`src/cvs_pkg.sv`:
```
// cvs_pkg: shared constants, types and register codes of the class vote stabilizer.
// No dependencies; every other file of the block refers to it by scoped names.
`default_nettype none
package cvs_pkg;

	// Block sizing
	localparam int MAX_CLASSES  = 16;
	localparam int COUNTER_BITS = 8;

	// Fixed field widths
	localparam int CFG_W  = 8;
	localparam int CIU_W  = 5;
	localparam int MEAS_W = 6;
	localparam int SC_W   = 4;
	localparam int REG_W  = 2;

	// Derived widths
	localparam int IDX_W   = $clog2(MAX_CLASSES);
	localparam int WALK_W  = $clog2(MAX_CLASSES + 1);
	localparam int N_W     = (WALK_W > CIU_W) ? WALK_W : CIU_W;
	localparam int CMP_W   = (IDX_W > MEAS_W) ? IDX_W : MEAS_W;
	localparam int ARITH_W = ((COUNTER_BITS > CFG_W) ? COUNTER_BITS : CFG_W) + 1;

	localparam logic [ARITH_W-1:0] CNT_TOP = ARITH_W'((1 << COUNTER_BITS) - 1);

	// Configuration register reset values
	localparam logic [CIU_W-1:0] CIU_RST   = CIU_W'(16);
	localparam logic [CFG_W-1:0] FLOOR_RST = CFG_W'(0);
	localparam logic [CFG_W-1:0] CEIL_RST  = CFG_W'(20);
	localparam logic [CFG_W-1:0] THR_RST   = CFG_W'(10);

	typedef enum logic [REG_W-1:0] {
		REG_CLASSES_IN_USE,
		REG_COUNT_FLOOR,
		REG_COUNT_CEILING,
		REG_VOTE_THRESHOLD
	} cfg_reg_t;

	typedef enum logic [1:0] {
		ST_IDLE,
		ST_WALK,
		ST_FINISH
	} state_t;

	// Result of one counter visit from the update unit
	typedef struct packed {
		logic [COUNTER_BITS-1:0] new_val;
		logic                    active;
		logic                    take_best;
	} step_res_t;

endpackage
`default_nettype wire

```
`src/cvs_if.sv`:
```
// cvs_if: request channels of the class vote stabilizer (input decisions, output results).
// Depends on cvs_pkg for field widths.
`default_nettype none
interface cvs_in_if;
	logic                          valid;
	logic                          ready;
	logic [cvs_pkg::MEAS_W-1:0]    measured_class;

	modport source (output valid, output measured_class, input ready);
	modport sink   (input valid, input measured_class, output ready);
endinterface

interface cvs_out_if;
	logic                          valid;
	logic                          ready;
	logic                          stable_valid;
	logic [cvs_pkg::SC_W-1:0]      stable_class;
	logic                          active_flag;

	modport source (output valid, output stable_valid, output stable_class,
		output active_flag, input ready);
	modport sink   (input valid, input stable_valid, input stable_class,
		input active_flag, output ready);
endinterface
`default_nettype wire

```
`src/cvs_update_unit.sv`:
```
// cvs_update_unit: shared saturating count, activity and argmax step for one class counter.
// Depends on cvs_pkg; used once per cycle by the top level while walking the classes.
`default_nettype none
module cvs_update_unit (
	input  wire logic [cvs_pkg::COUNTER_BITS-1:0] cnt,
	input  wire logic                             match,
	input  wire logic [cvs_pkg::CFG_W-1:0]        floor_val,
	input  wire logic [cvs_pkg::CFG_W-1:0]        ceil_val,
	input  wire logic [cvs_pkg::CFG_W-1:0]        thr_val,
	input  wire logic                             act,
	input  wire logic                             have,
	input  wire logic [cvs_pkg::COUNTER_BITS-1:0] best_val,
	output cvs_pkg::step_res_t                    res
);

	logic [cvs_pkg::ARITH_W-1:0] c_w;
	logic [cvs_pkg::ARITH_W-1:0] floor_w;
	logic [cvs_pkg::ARITH_W-1:0] ceil_w;
	logic [cvs_pkg::ARITH_W-1:0] thr_w;
	logic [cvs_pkg::ARITH_W-1:0] up_w;
	logic [cvs_pkg::ARITH_W-1:0] dn_w;
	logic [cvs_pkg::ARITH_W-1:0] nv_w;
	logic [cvs_pkg::ARITH_W-1:0] sat_w;
	logic [cvs_pkg::COUNTER_BITS-1:0] nv;

	assign c_w     = cvs_pkg::ARITH_W'(cnt);
	assign floor_w = cvs_pkg::ARITH_W'(floor_val);
	assign ceil_w  = cvs_pkg::ARITH_W'(ceil_val);
	assign thr_w   = cvs_pkg::ARITH_W'(thr_val);

	// Count up toward the ceiling, down toward the floor
	always_comb begin
		up_w = c_w + cvs_pkg::ARITH_W'(1);
		if (up_w > ceil_w) begin
			up_w = ceil_w;
		end
		if (c_w == '0 || (c_w - cvs_pkg::ARITH_W'(1)) < floor_w) begin
			dn_w = floor_w;
		end else begin
			dn_w = c_w - cvs_pkg::ARITH_W'(1);
		end
	end

	// Clamp to what the counter holds
	assign nv_w  = match ? up_w : dn_w;
	assign sat_w = (nv_w > cvs_pkg::CNT_TOP) ? cvs_pkg::CNT_TOP : nv_w;
	assign nv    = sat_w[cvs_pkg::COUNTER_BITS-1:0];

	// Activity: set on a matched counter reaching the threshold, clear on an unmatched one below it
	always_comb begin
		res.new_val   = nv;
		res.active    = match ? (act | (sat_w >= thr_w)) : (act & (sat_w >= thr_w));
		res.take_best = !have || (nv > best_val);
	end

endmodule
`default_nettype wire

```
`src/class_vote_stabilizer_top.sv`:
```
// Class vote stabilizer: one result per decision; after a request is accepted the block walks
// n class counters (n is classes_in_use capped at MAX_CLASSES), then loads the result register.
// One item is in work at a time: a single update unit visits one class counter per cycle,
// and the result waits in an output register so the next request can enter meanwhile.
// Reset: counters clear to zero, activity clears, registers return to their defaults;
// no clearing pass is needed.
`default_nettype none
module class_vote_stabilizer_top (
	input  wire logic                        clk,
	input  wire logic                        arst_n,
	input  wire logic                        wr_en,
	input  wire logic [cvs_pkg::REG_W-1:0]   wr_index,
	input  wire logic [cvs_pkg::CFG_W-1:0]   wr_data,
	cvs_in_if.sink                           in_ch,
	cvs_out_if.source                        out_ch
);

	// Configuration registers
	logic [cvs_pkg::CIU_W-1:0] ciu_q;
	logic [cvs_pkg::CFG_W-1:0] floor_q;
	logic [cvs_pkg::CFG_W-1:0] ceil_q;
	logic [cvs_pkg::CFG_W-1:0] thr_q;

	// Walk state
	cvs_pkg::state_t state_q, state_d;
	logic [cvs_pkg::COUNTER_BITS-1:0] cnt_q [cvs_pkg::MAX_CLASSES];
	logic                             act_q;
	logic [cvs_pkg::WALK_W-1:0]       idx_q;
	logic [cvs_pkg::MEAS_W-1:0]       meas_q;
	logic                             have_q;
	logic [cvs_pkg::COUNTER_BITS-1:0] best_val_q;
	logic [cvs_pkg::IDX_W-1:0]        best_idx_q;

	// Output register
	logic                       out_valid_q;
	logic                       stable_valid_q;
	logic [cvs_pkg::SC_W-1:0]   stable_class_q;
	logic                       active_flag_q;

	logic [cvs_pkg::N_W-1:0]    n_eff;
	logic [cvs_pkg::IDX_W-1:0]  cur_idx;
	logic                       in_acc;
	logic                       last;
	logic                       match;
	logic                       in_ready;
	logic                       walk_en;
	logic                       fin_load;
	logic                       res_valid;
	cvs_pkg::step_res_t         step;

	// Take configuration writes
	always_ff @(posedge clk or negedge arst_n) begin
		if (!arst_n) begin
			ciu_q   <= cvs_pkg::CIU_RST;
			floor_q <= cvs_pkg::FLOOR_RST;
			ceil_q  <= cvs_pkg::CEIL_RST;
			thr_q   <= cvs_pkg::THR_RST;
		end else if (wr_en) begin
			unique case (cvs_pkg::cfg_reg_t'(wr_index))
				cvs_pkg::REG_CLASSES_IN_USE: ciu_q   <= wr_data[cvs_pkg::CIU_W-1:0];
				cvs_pkg::REG_COUNT_FLOOR:    floor_q <= wr_data;
				cvs_pkg::REG_COUNT_CEILING:  ceil_q  <= wr_data;
				cvs_pkg::REG_VOTE_THRESHOLD: thr_q   <= wr_data;
				default: ;
			endcase
		end
	end

	// Cap the class count at the number of counters
	assign n_eff = (cvs_pkg::N_W'(ciu_q) > cvs_pkg::N_W'(cvs_pkg::MAX_CLASSES))
		? cvs_pkg::N_W'(cvs_pkg::MAX_CLASSES) : cvs_pkg::N_W'(ciu_q);

	assign cur_idx = idx_q[cvs_pkg::IDX_W-1:0];
	assign in_acc  = in_ch.valid && in_ready;
	assign last    = (cvs_pkg::N_W'(idx_q) + cvs_pkg::N_W'(1)) == n_eff;
	assign match   = cvs_pkg::CMP_W'(cur_idx) == cvs_pkg::CMP_W'(meas_q);

	cvs_update_unit u_update (
		.cnt       (cnt_q[cur_idx]),
		.match     (match),
		.floor_val (floor_q),
		.ceil_val  (ceil_q),
		.thr_val   (thr_q),
		.act       (act_q),
		.have      (have_q),
		.best_val  (best_val_q),
		.res       (step)
	);

	// Next state
	always_comb begin
		state_d = state_q;
		unique case (state_q)
			cvs_pkg::ST_IDLE: begin
				if (in_acc) begin
					state_d = (n_eff == '0) ? cvs_pkg::ST_FINISH : cvs_pkg::ST_WALK;
				end
			end
			cvs_pkg::ST_WALK: begin
				if (last) begin
					state_d = cvs_pkg::ST_FINISH;
				end
			end
			cvs_pkg::ST_FINISH: begin
				if (fin_load) begin
					state_d = cvs_pkg::ST_IDLE;
				end
			end
			default: state_d = cvs_pkg::ST_IDLE;
		endcase
	end

	// Sequencer outputs
	always_comb begin
		in_ready = 1'b0;
		walk_en  = 1'b0;
		fin_load = 1'b0;
		unique case (state_q)
			cvs_pkg::ST_IDLE:   in_ready = 1'b1;
			cvs_pkg::ST_WALK:   walk_en  = 1'b1;
			cvs_pkg::ST_FINISH: fin_load = !out_valid_q || out_ch.ready;
			default: ;
		endcase
	end

	always_ff @(posedge clk or negedge arst_n) begin
		if (!arst_n) begin
			state_q <= cvs_pkg::ST_IDLE;
		end else begin
			state_q <= state_d;
		end
	end

	// Advance the walk: update one counter, activity and the running maximum
	always_ff @(posedge clk or negedge arst_n) begin
		if (!arst_n) begin
			for (int i = 0; i < cvs_pkg::MAX_CLASSES; i++) begin
				cnt_q[i] <= '0;
			end
			act_q      <= 1'b0;
			idx_q      <= '0;
			have_q     <= 1'b0;
			meas_q     <= '0;
			best_val_q <= '0;
			best_idx_q <= '0;
		end else if (in_acc) begin
			meas_q <= in_ch.measured_class;
			idx_q  <= '0;
			have_q <= 1'b0;
		end else if (walk_en) begin
			cnt_q[cur_idx] <= step.new_val;
			act_q          <= step.active;
			idx_q          <= idx_q + cvs_pkg::WALK_W'(1);
			if (step.take_best) begin
				best_val_q <= step.new_val;
				best_idx_q <= cur_idx;
				have_q     <= 1'b1;
			end
		end
	end

	assign res_valid = have_q &&
		(cvs_pkg::ARITH_W'(best_val_q) > cvs_pkg::ARITH_W'(thr_q));

	// Hold the result until taken
	always_ff @(posedge clk or negedge arst_n) begin
		if (!arst_n) begin
			out_valid_q <= 1'b0;
		end else if (fin_load) begin
			out_valid_q <= 1'b1;
		end else if (out_ch.ready) begin
			out_valid_q <= 1'b0;
		end
	end

	always_ff @(posedge clk) begin
		if (fin_load) begin
			stable_valid_q <= res_valid;
			stable_class_q <= res_valid ? cvs_pkg::SC_W'(best_idx_q) : '0;
			active_flag_q  <= act_q;
		end
	end

	assign in_ch.ready         = in_ready;
	assign out_ch.valid        = out_valid_q;
	assign out_ch.stable_valid = stable_valid_q;
	assign out_ch.stable_class = stable_class_q;
	assign out_ch.active_flag  = active_flag_q;

`ifndef SYNTH
	a_walk_in_range: assert property (@(posedge clk) disable iff (!arst_n)
		state_q == cvs_pkg::ST_WALK |-> cvs_pkg::N_W'(idx_q) < n_eff)
		else $error("walk index beyond classes in use");

	a_accept_leaves_idle: assert property (@(posedge clk) disable iff (!arst_n)
		in_acc |=> state_q != cvs_pkg::ST_IDLE)
		else $error("accepted request did not start work");

	a_result_from_finish: assert property (@(posedge clk) disable iff (!arst_n)
		$rose(out_valid_q) |-> $past(state_q == cvs_pkg::ST_FINISH))
		else $error("result appeared outside finish step");

	a_best_found: assert property (@(posedge clk) disable iff (!arst_n)
		state_q == cvs_pkg::ST_FINISH && n_eff != '0 |-> have_q)
		else $error("walk finished without a strongest class");

	a_invalid_class_zero: assert property (@(posedge clk) disable iff (!arst_n)
		out_valid_q && !stable_valid_q |-> stable_class_q == '0)
		else $error("invalid result carries a class index");
`endif

endmodule
`default_nettype wire

```
`src/flat_wrapper.sv`:
```
// flat-port wrapper written by rule: the top's interface ports become plain ports
module class_vote_stabilizer_top_flat 
  (clk, arst_n, wr_en, wr_index, wr_data, in_ch_valid, in_ch_measured_class, in_ch_ready, out_ch_valid, out_ch_stable_valid, out_ch_stable_class, out_ch_active_flag, out_ch_ready);
  cvs_in_if in_ch_i ();
  cvs_out_if out_ch_i ();
  input  wire logic clk;
  input  wire logic arst_n;
  input  wire logic wr_en;
  input  wire logic [cvs_pkg::REG_W-1:0] wr_index;
  input  wire logic [cvs_pkg::CFG_W-1:0] wr_data;
  input wire logic [$bits(in_ch_i.valid)-1:0] in_ch_valid;
  input wire logic [$bits(in_ch_i.measured_class)-1:0] in_ch_measured_class;
  output wire logic [$bits(in_ch_i.ready)-1:0] in_ch_ready;
  output wire logic [$bits(out_ch_i.valid)-1:0] out_ch_valid;
  output wire logic [$bits(out_ch_i.stable_valid)-1:0] out_ch_stable_valid;
  output wire logic [$bits(out_ch_i.stable_class)-1:0] out_ch_stable_class;
  output wire logic [$bits(out_ch_i.active_flag)-1:0] out_ch_active_flag;
  input wire logic [$bits(out_ch_i.ready)-1:0] out_ch_ready;
  assign in_ch_i.valid = in_ch_valid;
  assign in_ch_i.measured_class = in_ch_measured_class;
  assign in_ch_ready = in_ch_i.ready;
  assign out_ch_valid = out_ch_i.valid;
  assign out_ch_stable_valid = out_ch_i.stable_valid;
  assign out_ch_stable_class = out_ch_i.stable_class;
  assign out_ch_active_flag = out_ch_i.active_flag;
  assign out_ch_i.ready = out_ch_ready;
  class_vote_stabilizer_top u_core (.clk(clk), .arst_n(arst_n), .wr_en(wr_en), .wr_index(wr_index), .wr_data(wr_data), .in_ch(in_ch_i), .out_ch(out_ch_i));
endmodule
```
`config.mk`:
```
export PLATFORM = sky130hd
export DESIGN_NAME = class_vote_stabilizer_top_flat
export DESIGN_NICKNAME = d
export VERILOG_FILES = /design/src/cvs_pkg.sv /design/src/cvs_if.sv /design/src/cvs_update_unit.sv /design/src/class_vote_stabilizer_top.sv /design/src/flat_wrapper.sv
export SDC_FILE = /design/constraint.sdc
export NUM_CORES = 1
export LEC_CHECK = 0
export ABC_AREA = 1
export ABC_CLOCK_PERIOD_IN_PS = 9820
export BUFFER_PORTS_ARGS = -buffer_cell sky130_fd_sc_hd__buf_2
export CAP_MARGIN = 10
export CORE_UTILIZATION = 50
export CTS_BUF_LIST = sky130_fd_sc_hd__clkbuf_4 sky130_fd_sc_hd__clkbuf_8
export DETAILED_ROUTE_END_ITERATION = 12
export GPL_TIMING_DRIVEN = 0
export PLACE_DENSITY = 0.71
export SYNTH_ARGS = -nofsm -noshare
export SYNTH_HDL_FRONTEND = slang
export SYNTH_SLANG_ARGS = --single-unit
```
`constraint.sdc`:
```
create_clock -name clk -period 9.82 [get_ports clk]
set_input_delay 1.473 -clock clk [delete_from_list [all_inputs] [get_ports clk]]
set_output_delay 1.473 -clock clk [all_outputs]
set_load 0.02 [all_outputs]
```
==> flow_summary.json, run 1 <==
{
  "track_usage": 0.293,
  "worstPathArrival_ns": 6.90,
  "syn-num-nets": 1467,
  "core-area_um2": 21200,
  "critPathKind": "reg -> reg",
  "start_util": 0.513,
  "cts_buffer_depth": 2,
  "cts-htree-levels": 4,
  "cts_root_buf": "clkbuf_8",
  "hp-start": "u_core.cnt_q[35]",
  "synth_edf_count": 6,
  "vias": 9748,
  "hpwl_mm": 22.0,
  "dieArea_um2": 22300,
  "syn_area_um2": 10900,
  "period_minus_slack_ns": 6.47,
  "syn_inst": 1401,
  "rsz0062_at_grt": "false",
  "endpoint_kind": "flop",
  "grt-ovfl-total": 0,
  "slowest_delay_ns": 0.58,
  "ant_nets": 0,
  "synth_seq_area_share": 0.444,
  "grt_max_degree": 122,
  "avgSynthCellArea_um2": 7.75,
  "synth_area_leaders": "dfrtp_1, nand2_1, nand3_1",
  "cpMostUsedCell": "nand2_1",
  "drive_gt1_frac": 0.107,
  "final_cell_mix": "nand2_1, dfrtp_1, nand3_1, nor2_1, inv_1",
  "clock_latency_ns": 0.50,
  "skew_ns": 0.0209,
  "yosysWarnings": 0,
  "die_h_um": 149,
  "cts_setup_buffers": 0,
  "clk_pin_slew_ns": 0.11,
  "fin_tns_setup_ns": 0,
  "status": "finished clean",
  "area_growth_pct": 8.83,
  "antenna_found_initial": 0,
  "viasPerCell": 5.61,
  "routed_wl_mm": 30.8,
  "clock-sinks": 191,
  "max_freq_mhz": 155,
  "ys_seq_elements": 191,
  "cts_resized": 0,
  "slowest_stage": "clkbuf_1",
  "tightestPinTransition_ns": 1.03,
  "startpoint_type": "flop",
  "fin_crit_sh": 0.659,
  "hold_violations": 0,
  "cts_tree": "built",
  "grt_first_pass_wirelength_mm": 49.8,
  "synth.distinct_cells": 46,
  "layout_commonest_cell": "nand2_1",
  "ctsHoldBuffers": 0,
  "n_fill_cell": 2000,
  "critical_path.max_fanout": 10,
  "firstDrtPassIters": 7,
  "wl_per_cell_um": 17.7,
  "gp_congestion": 0.896,
  "drc": 0,
  "setup_viol": 0,
  "synth_top_area_frac": 0.415,
  "worst_ep_required_time_ns": 10.25,
  "numCtsBuffers": 17,
  "relSlewSlack": 0.308,
  "ios": 29,
  "worstReg2RegStart": "u_core.idx_q[1]",
  "nets": 1515,
  "drv_slew": 0,
  "synth_flop_cell": "dfrtp_1",
  "antenna_cells": 0,
  "critPathLaunch": "u_core.idx_q[1]",
  "portBuffers": 28,
  "maxCapViolations": 0,
  "synth-async-reset-ratio": 0.969,
  "die_w_um": 149,
  "yosys.area.top_type": "dfrtp_1",
  "drt_iter0_markers": 877,
  "hold_path.class": "reg -> reg",
  "grt_pass1_vias": 9263,
  "fp-row-count": 53
}
==> final cells by class <==
class	instances	area [um^2]	share of cell area
Buffer	45	383	0.0324
Inverter	128	483	0.0409
Timing Repair Buffer	29	178	0.0150
Multi-Input combinational cell	1037	5170	0.438
Tap cell	275	344	0.0291
Sequential cell	191	4820	0.408
Clock buffer	17	234	0.0198
Clock inverter	15	203	0.0172
==> kinds of logic after synthesis <==
group,synth area share
AO/OA/AOI/OAI,0.0911
XOR/XNOR,0.00888
adder cells (fa/ha/maj),0.0519
buffers and inverters,0.0798
flip-flops,0.444
AND/OR/NAND/NOR,0.325
==> routing by layer <==
metal / routed length (um) / share of wire / GRT usage
met1: 13500 / 0.44 / 0.391
met2: 14300 / 0.46 / 0.468
met3: 2130 / 0.069 / 0.0624
met4: 931 / 0.030 / 0.109
met5: 0 / 0 / 0
==> critical path, delay by kind of cell, from the launching register on <==
family | cells | cell delay, ns
and+or+nand+nor | 15 | 1.91
DFF | 1 | 0.40
xor gates and xnor gates | 1 | 0.29
AOI/OAI and AO/OA | 9 | 1.19
buffers and inverters | 8 | 1.84
adders and majority gates | 3 | 0.73
==> sequential cells by signal (all words and copies together) (netlist names) <==
name / flops
u_core.state_q: 2
u_core.idx_q: 5
u_core.best_idx_q: 4
u_core.meas_q: 6
u_core.out_ch.valid: 1
u_core.floor_q: 8
u_core.out_ch.stable_class: 4
u_core.out_ch.stable_valid: 1
u_core.cnt_q: 128
u_core.out_ch.active_flag: 1
u_core.thr_q: 8
u_core.act_q: 1
u_core.have_q: 1
u_core.best_val_q: 8
u_core.ceil_q: 8
u_core.ciu_q: 5
==> worst paths after layout <==
path / endpoint / slack [ns] / cells past startpoint
worst max-delay path: u_core.best_val_q[2] / 3.35 / 36
worst min-delay path: u_core.cnt_q[35] / 0.49 / 2
worst max register to register: u_core.best_val_q[2] / 3.35 / 36
worst min register to register: u_core.cnt_q[35] / 0.49 / 2
max in group asynchronous: u_core.cnt_q[122] / 7.95 / 2
min in group asynchronous: u_core.cnt_q[30] / 0.90 / 1
==> through the flow <==
| step | std cells | instance area (um^2) | util | setup WS, ns | hold slack, ns |
|---|---|---|---|---|---|
| after floorplan | 1401 | 10900 | - | 5.01 | 0.443 |
| after global placement | 1704 | 11300 | 0.536 | 3.59 | 0.457 |
| after detailed placement | 1705 | 11400 | 0.538 | 3.51 | 0.460 |
| after CTS | 1737 | 11800 | 0.558 | 3.46 | 0.485 |
| after global routing | 1737 | 11800 | 0.558 | 2.86 | 0.511 |
| final | 1737 | 11800 | 0.558 | 3.35 | 0.486 |
==> Yosys cell counts (3+ instances only) <==
master    count
nand2_1     462
dfrtp_1     180
nand3_1     167
nor2_1      123
inv_1       119
o21ai_0      99
ha_1         45
a21oi_1      21
buf_6        21
o21ai_1      21
o22ai_1      13
nand2_2      11
buf_4        10
nor2_2        9
nand4_1       8
and2_1        7
clkbuf_1      7
nand3_4       7
xor2_1        7
buf_2         6
edfxtp_1      6
inv_2         6
dfstp_2       5
nand2_4       4
nor3_1        4
xnor2_1       4
nor2_4        3
o211ai_4      3
Power of run 1 is not shown: default switching activity piles up to over one toggle a cycle in this logic, so the estimate is an artifact.
==> run 2, diff against run 1 <==
Settings changed: ABC_CLOCK_PERIOD_IN_PS 9820 to 5800, PLACE_DENSITY 0.71 to 0.74.
Clock period 9.82 ns to 5.8 ns, I/O delays scaled along.
==> run 2 against run 1 <==
  * Final cell count rose by 0.40%
  * Worst hold slack lost 0.12 ns
  * Worst setup slack worse by 3.0 ns
  * Largest cell class unchanged
  * Core utilization grew 0.33 points
  * Critical path depth down 2
  * Non-clock buffer count increased by 7
  * Maximum frequency rose by 18%
  * Die area is the same
  * Register-to-register slack worse by 3.0 ns
  * Clock skew grew 0.00054 ns
==> flow_summary.json, run 2 (synthesized netlist as in run 1, its figures left out) <==
{
  "status": "finished clean",
  "hold_violations": 0,
  "numCtsBuffers": 17,
  "ant_nets": 0,
  "routed_wl_mm": 30.2,
  "clock_latency_ns": 0.51,
  "drv_slew": 0,
  "endpoint_kind": "flop",
  "startpoint_type": "flop",
  "setup_viol": 0,
  "drive_gt1_frac": 0.120,
  "worstReg2RegStart": "u_core.idx_q[0]",
  "cts-htree-levels": 4,
  "cpMostUsedCell": "nand2_1",
  "critical_path.max_fanout": 10,
  "maxCapViolations": 0,
  "hold-worst-slack_ns": 0.363,
  "cts_buffer_depth": 2,
  "fp-row-count": 53,
  "worst_ep_required_time_ns": 6.19,
  "die_w_um": 149,
  "ios": 29,
  "dieArea_um2": 22300,
  "hold_path.class": "in -> async",
  "worstPathArrival_ns": 5.86,
  "clock-sinks": 191,
  "gp_congestion": 0.907,
  "final_cell_mix": "nand2_1, dfrtp_1, nand3_1, nor2_1, inv_1",
  "vias": 9725,
  "grt_first_pass_wirelength_mm": 48.7,
  "drc": 0,
  "firstDrtPassIters": 5,
  "area_growth_pct": 9.48,
  "grt_max_degree": 94,
  "skew_ns": 0.0215,
  "antenna_found_initial": 0,
  "clk_pin_slew_ns": 0.10,
  "nets": 1522,
  "slowest_delay_ns": 0.43,
  "period_minus_slack_ns": 5.48,
  "hpwl_mm": 21.4,
  "grt-ovfl-total": 0,
  "relSlewSlack": 0.232,
  "critPathLaunch": "u_core.idx_q[0]",
  "reg2reg_slack_ns": 0.32,
  "portBuffers": 28,
  "die_h_um": 149,
  "track_usage": 0.286,
  "timing.rr.end": "u_core.best_val_q[5]",
  "largest-register": "u_core.cnt_q",
  "wl_per_cell_um": 17.3,
  "fin_crit_sh": 0.944,
  "antenna_cells": 0,
  "ctsHoldBuffers": 0,
  "cts_root_buf": "clkbuf_8",
  "viasPerCell": 5.58,
  "largest_reg_flops": 128,
  "crit_end": "u_core.best_val_q[5]",
  "rr_worst_depth": 34,
  "n_fill_cell": 1937,
  "grt_pass1_vias": 9211,
  "core-area_um2": 21200,
  "slowest_stage": "dfrtp_1",
  "max_freq_mhz": 183,
  "cts_tree": "built",
  "start_util": 0.513,
  "tightestPinTransition_ns": 1.15,
  "critPathKind": "reg -> reg",
  "drt_iter0_markers": 1108,
  "layout_commonest_cell": "nand2_1"
}
## run 2: cell types whose count changed in the layout (fill, tap and decap cells not counted), moves of 3 or more
cell / previous run / this run
buf_4: 10 / 16
inv_6: 3 / 8
clkbuf_1: 7 / 3
nand2_1: 462 / 458
nand2_2: 11 / 15
clkbuf_2: 0 / 3
clkinv_2: 0 / 3
## run 2: worst min-delay path by stage
stage                                   end  slack, ns
final                       u_core.cnt_q[1]       0.36
after global routing       u_core.cnt_q[25]       0.42
after CTS                   u_core.cnt_q[1]       0.41
after detailed placement  u_core.cnt_q[105]       0.46
after global placement     u_core.cnt_q[83]       0.46
after floorplan            u_core.meas_q[4]       0.44
## run 2: cell type report
cell class | count | area (um^2) | area share
tap | 275 | 344 | 0.0290
clock inverter | 14 | 146 | 0.0123
clock buffer | 18 | 241 | 0.0203
inverter | 128 | 489 | 0.0412
buffer | 45 | 400 | 0.0337
sequential | 191 | 4820 | 0.405
timing repair buffer | 36 | 230 | 0.0194
multi-input combinational | 1037 | 5220 | 0.439
## run 2: what timing repair did
action	4_1_cts	5_1_grt
setup endpoints to repair	12	12
pin swaps	2	2
buffers inserted	3	4
gates resized for setup	12	12
## run 2: worst max-delay path: cells and delay by family (launching register included)
family / cells / cell delay, ns
compound gates: 8 / 1.01
fa+ha+maj: 3 / 0.78
buf+inv: 7 / 1.05
flops: 1 / 0.43
simple gates: 16 / 2.07
## run 2: metal layers
| layer | up-vias | track usage | wire length, um |
|---|---|---|---|
| met5 | - | 0 | 0 |
| met4 | 0 | 0.110 | 723 |
| met3 | 55 | 0.0465 | 2180 |
| met2 | 414 | 0.463 | 14100 |
| met1 | 4626 | 0.386 | 13200 |
| li1 | 4630 | - | - |
## run 2: stage by stage
stage	cells	instance area (um^2)	setup TNS (ns)	worst slack [ns]	util
2_1_floorplan	1401	10900	0	0.988	-
3_3_place_gp	1704	11300	-4.34	-0.443	0.536
3_5_place_dp	1705	11400	-4.63	-0.469	0.538
4_1_cts	1740	11800	0	0.00478	0.559
6_report	1744	11900	0	0.324	0.562
5_1_grt	1744	11900	-0.149	-0.0349	0.562
Power of run 2 is left out for the same reason.
==> run 3, diff against run 2 <==
Settings changed: REMOVE_ABC_BUFFERS from default to 1.
==> run 3 against run 2 <==
  * Worst hold slack lost 0.047 ns
  * Sequential share of layout area grew 0.19 points
  * Register-to-register slack is essentially flat
  * Largest cell class unchanged
  * Core utilization shrank 0.17 points
  * Critical path type unchanged
  * Clock-buffer cell count grew 2
==> flow_summary.json, run 3 (synthesized netlist as in run 1, its figures left out) <==
{
  "status": "finished clean",
  "critical_path.max_fanout": 37,
  "fp-row-count": 53,
  "slowest_delay_ns": 0.48,
  "antenna_cells": 0,
  "numCtsBuffers": 17,
  "relSlewSlack": 0.491,
  "cts_root_buf": "clkbuf_8",
  "n_fill_cell": 1912,
  "viasPerCell": 5.66,
  "drv_slew": 0,
  "period_minus_slack_ns": 5.47,
  "grt_pass1_vias": 9344,
  "endpoint_kind": "flop",
  "startpoint_type": "flop",
  "track_usage": 0.279,
  "regArea_um2": 4820,
  "cts_tree": "built",
  "vias": 9748,
  "clk_pin_slew_ns": 0.10,
  "ctsHoldBuffers": 0,
  "hold_violations": 0,
  "hold_path.class": "in -> async",
  "post-place-ws_ns": -1.43,
  "final_area_um2": 11800,
  "multi_input_comb_area_um2": 5260,
  "antenna_found_initial": 0,
  "dpl_cell_area_um2": 11000,
  "clock-sinks": 191,
  "drt_iter0_markers": 1286,
  "cpMostUsedCell": "nand2_1",
  "drive_gt1_frac": 0.110,
  "portBuffers": 28,
  "core-area_um2": 21200,
  "routed_wl_mm": 30.0,
  "firstDrtPassIters": 6,
  "area_growth_pct": 9.14,
  "largest_reg_flops": 128,
  "skew_ns": 0.0119,
  "die_h_um": 149,
  "cts-htree-levels": 4,
  "worstPathArrival_ns": 5.84,
  "grt_max_degree": 119,
  "layout_commonest_cell": "nand2_1",
  "ant_nets": 0,
  "cts_buffer_depth": 2,
  "max_freq_mhz": 183,
  "tightestPinTransition_ns": 0.760,
  "fin_crit_sh": 0.943,
  "start_util": 0.513,
  "critPathKind": "reg -> reg",
  "final_cell_mix": "nand2_1, dfrtp_1, nand3_1, nor2_1, inv_1",
  "grt_first_pass_wirelength_mm": 47.7,
  "wl_per_cell_um": 17.4,
  "clock_latency_ns": 0.48,
  "reg2reg_slack_ns": 0.33,
  "largest-register": "u_core.cnt_q",
  "slowest_stage": "dfrtp_4",
  "worst_ep_required_time_ns": 6.18,
  "setup_viol": 0,
  "ios": 29,
  "worst_slack_ns": 0.333,
  "maxCapViolations": 0,
  "rr_worst_depth": 33,
  "hpwl_mm": 18.6,
  "nets": 1501,
  "dieArea_um2": 22300,
  "die_w_um": 149,
  "drc": 0,
  "grt-ovfl-total": 0,
  "gp_congestion": 0.931
}
[run 3: final cells by class]
cell class | instances | area share
Clock buffer | 20 | 0.0232
Clock inverter | 11 | 0.0111
Inverter | 128 | 0.0440
Multi-Input combinational cell | 1038 | 0.444
Sequential cell | 191 | 0.407
Tap cell | 275 | 0.0290
Timing Repair Buffer | 58 | 0.0408
Timing Repair inverter | 1 | 0.000739
[run 3: what timing repair did]
action	CTS	global route
pin swaps	3	7
setup buffers	8	17
endpoints found under the setup margin	13	13
gates resized for setup	15	17
gates cloned	1	3
endpoints found under the hold margin	0	0
[run 3: final timing paths]
path | start | to
setup / recovery | u_core.idx_q[1] | u_core.best_val_q[7]
hold / removal | arst_n | u_core.out_ch.valid
setup reg to reg | u_core.idx_q[1] | u_core.best_val_q[7]
hold reg to reg | u_core.meas_q[5] | u_core.meas_q[5]
max in group asynchronous | arst_n | u_core.cnt_q[75]
min in group clk | u_core.meas_q[5] | u_core.meas_q[5]
[run 3: critical path: cells and delay by family (launching register included)]
kind            cells  cell delay (ns)
flops               1             0.48
simple gates       18             2.43
fa+ha+maj           3             0.80
compound gates      6             0.85
buf+inv             6             0.75
[run 3: routing by layer]
layer | wire, um | up-vias | GRT usage
met5 | 0 | - | 0
met4 | 820 | 0 | 0.110
met3 | 2330 | 75 | 0.0413
met2 | 13900 | 483 | 0.444
met1 | 12900 | 4590 | 0.384
li1 | - | 4600 | -
[run 3: metrics by stage]
step / hold WS, ns / utilization / std cells / TNS (ns)
final: 0.317 / 0.560 / 1722 / 0
after global placement: 0.457 / 0.518 / 1659 / -172.50
after CTS: 0.335 / 0.548 / 1702 / 0
after floorplan: 0.443 / - / 1356 / -4.52
after global routing: 0.342 / 0.560 / 1722 / -0.0905
after detailed placement: 0.461 / 0.522 / 1662 / -16.42
Power of run 3 is left out for the same reason.
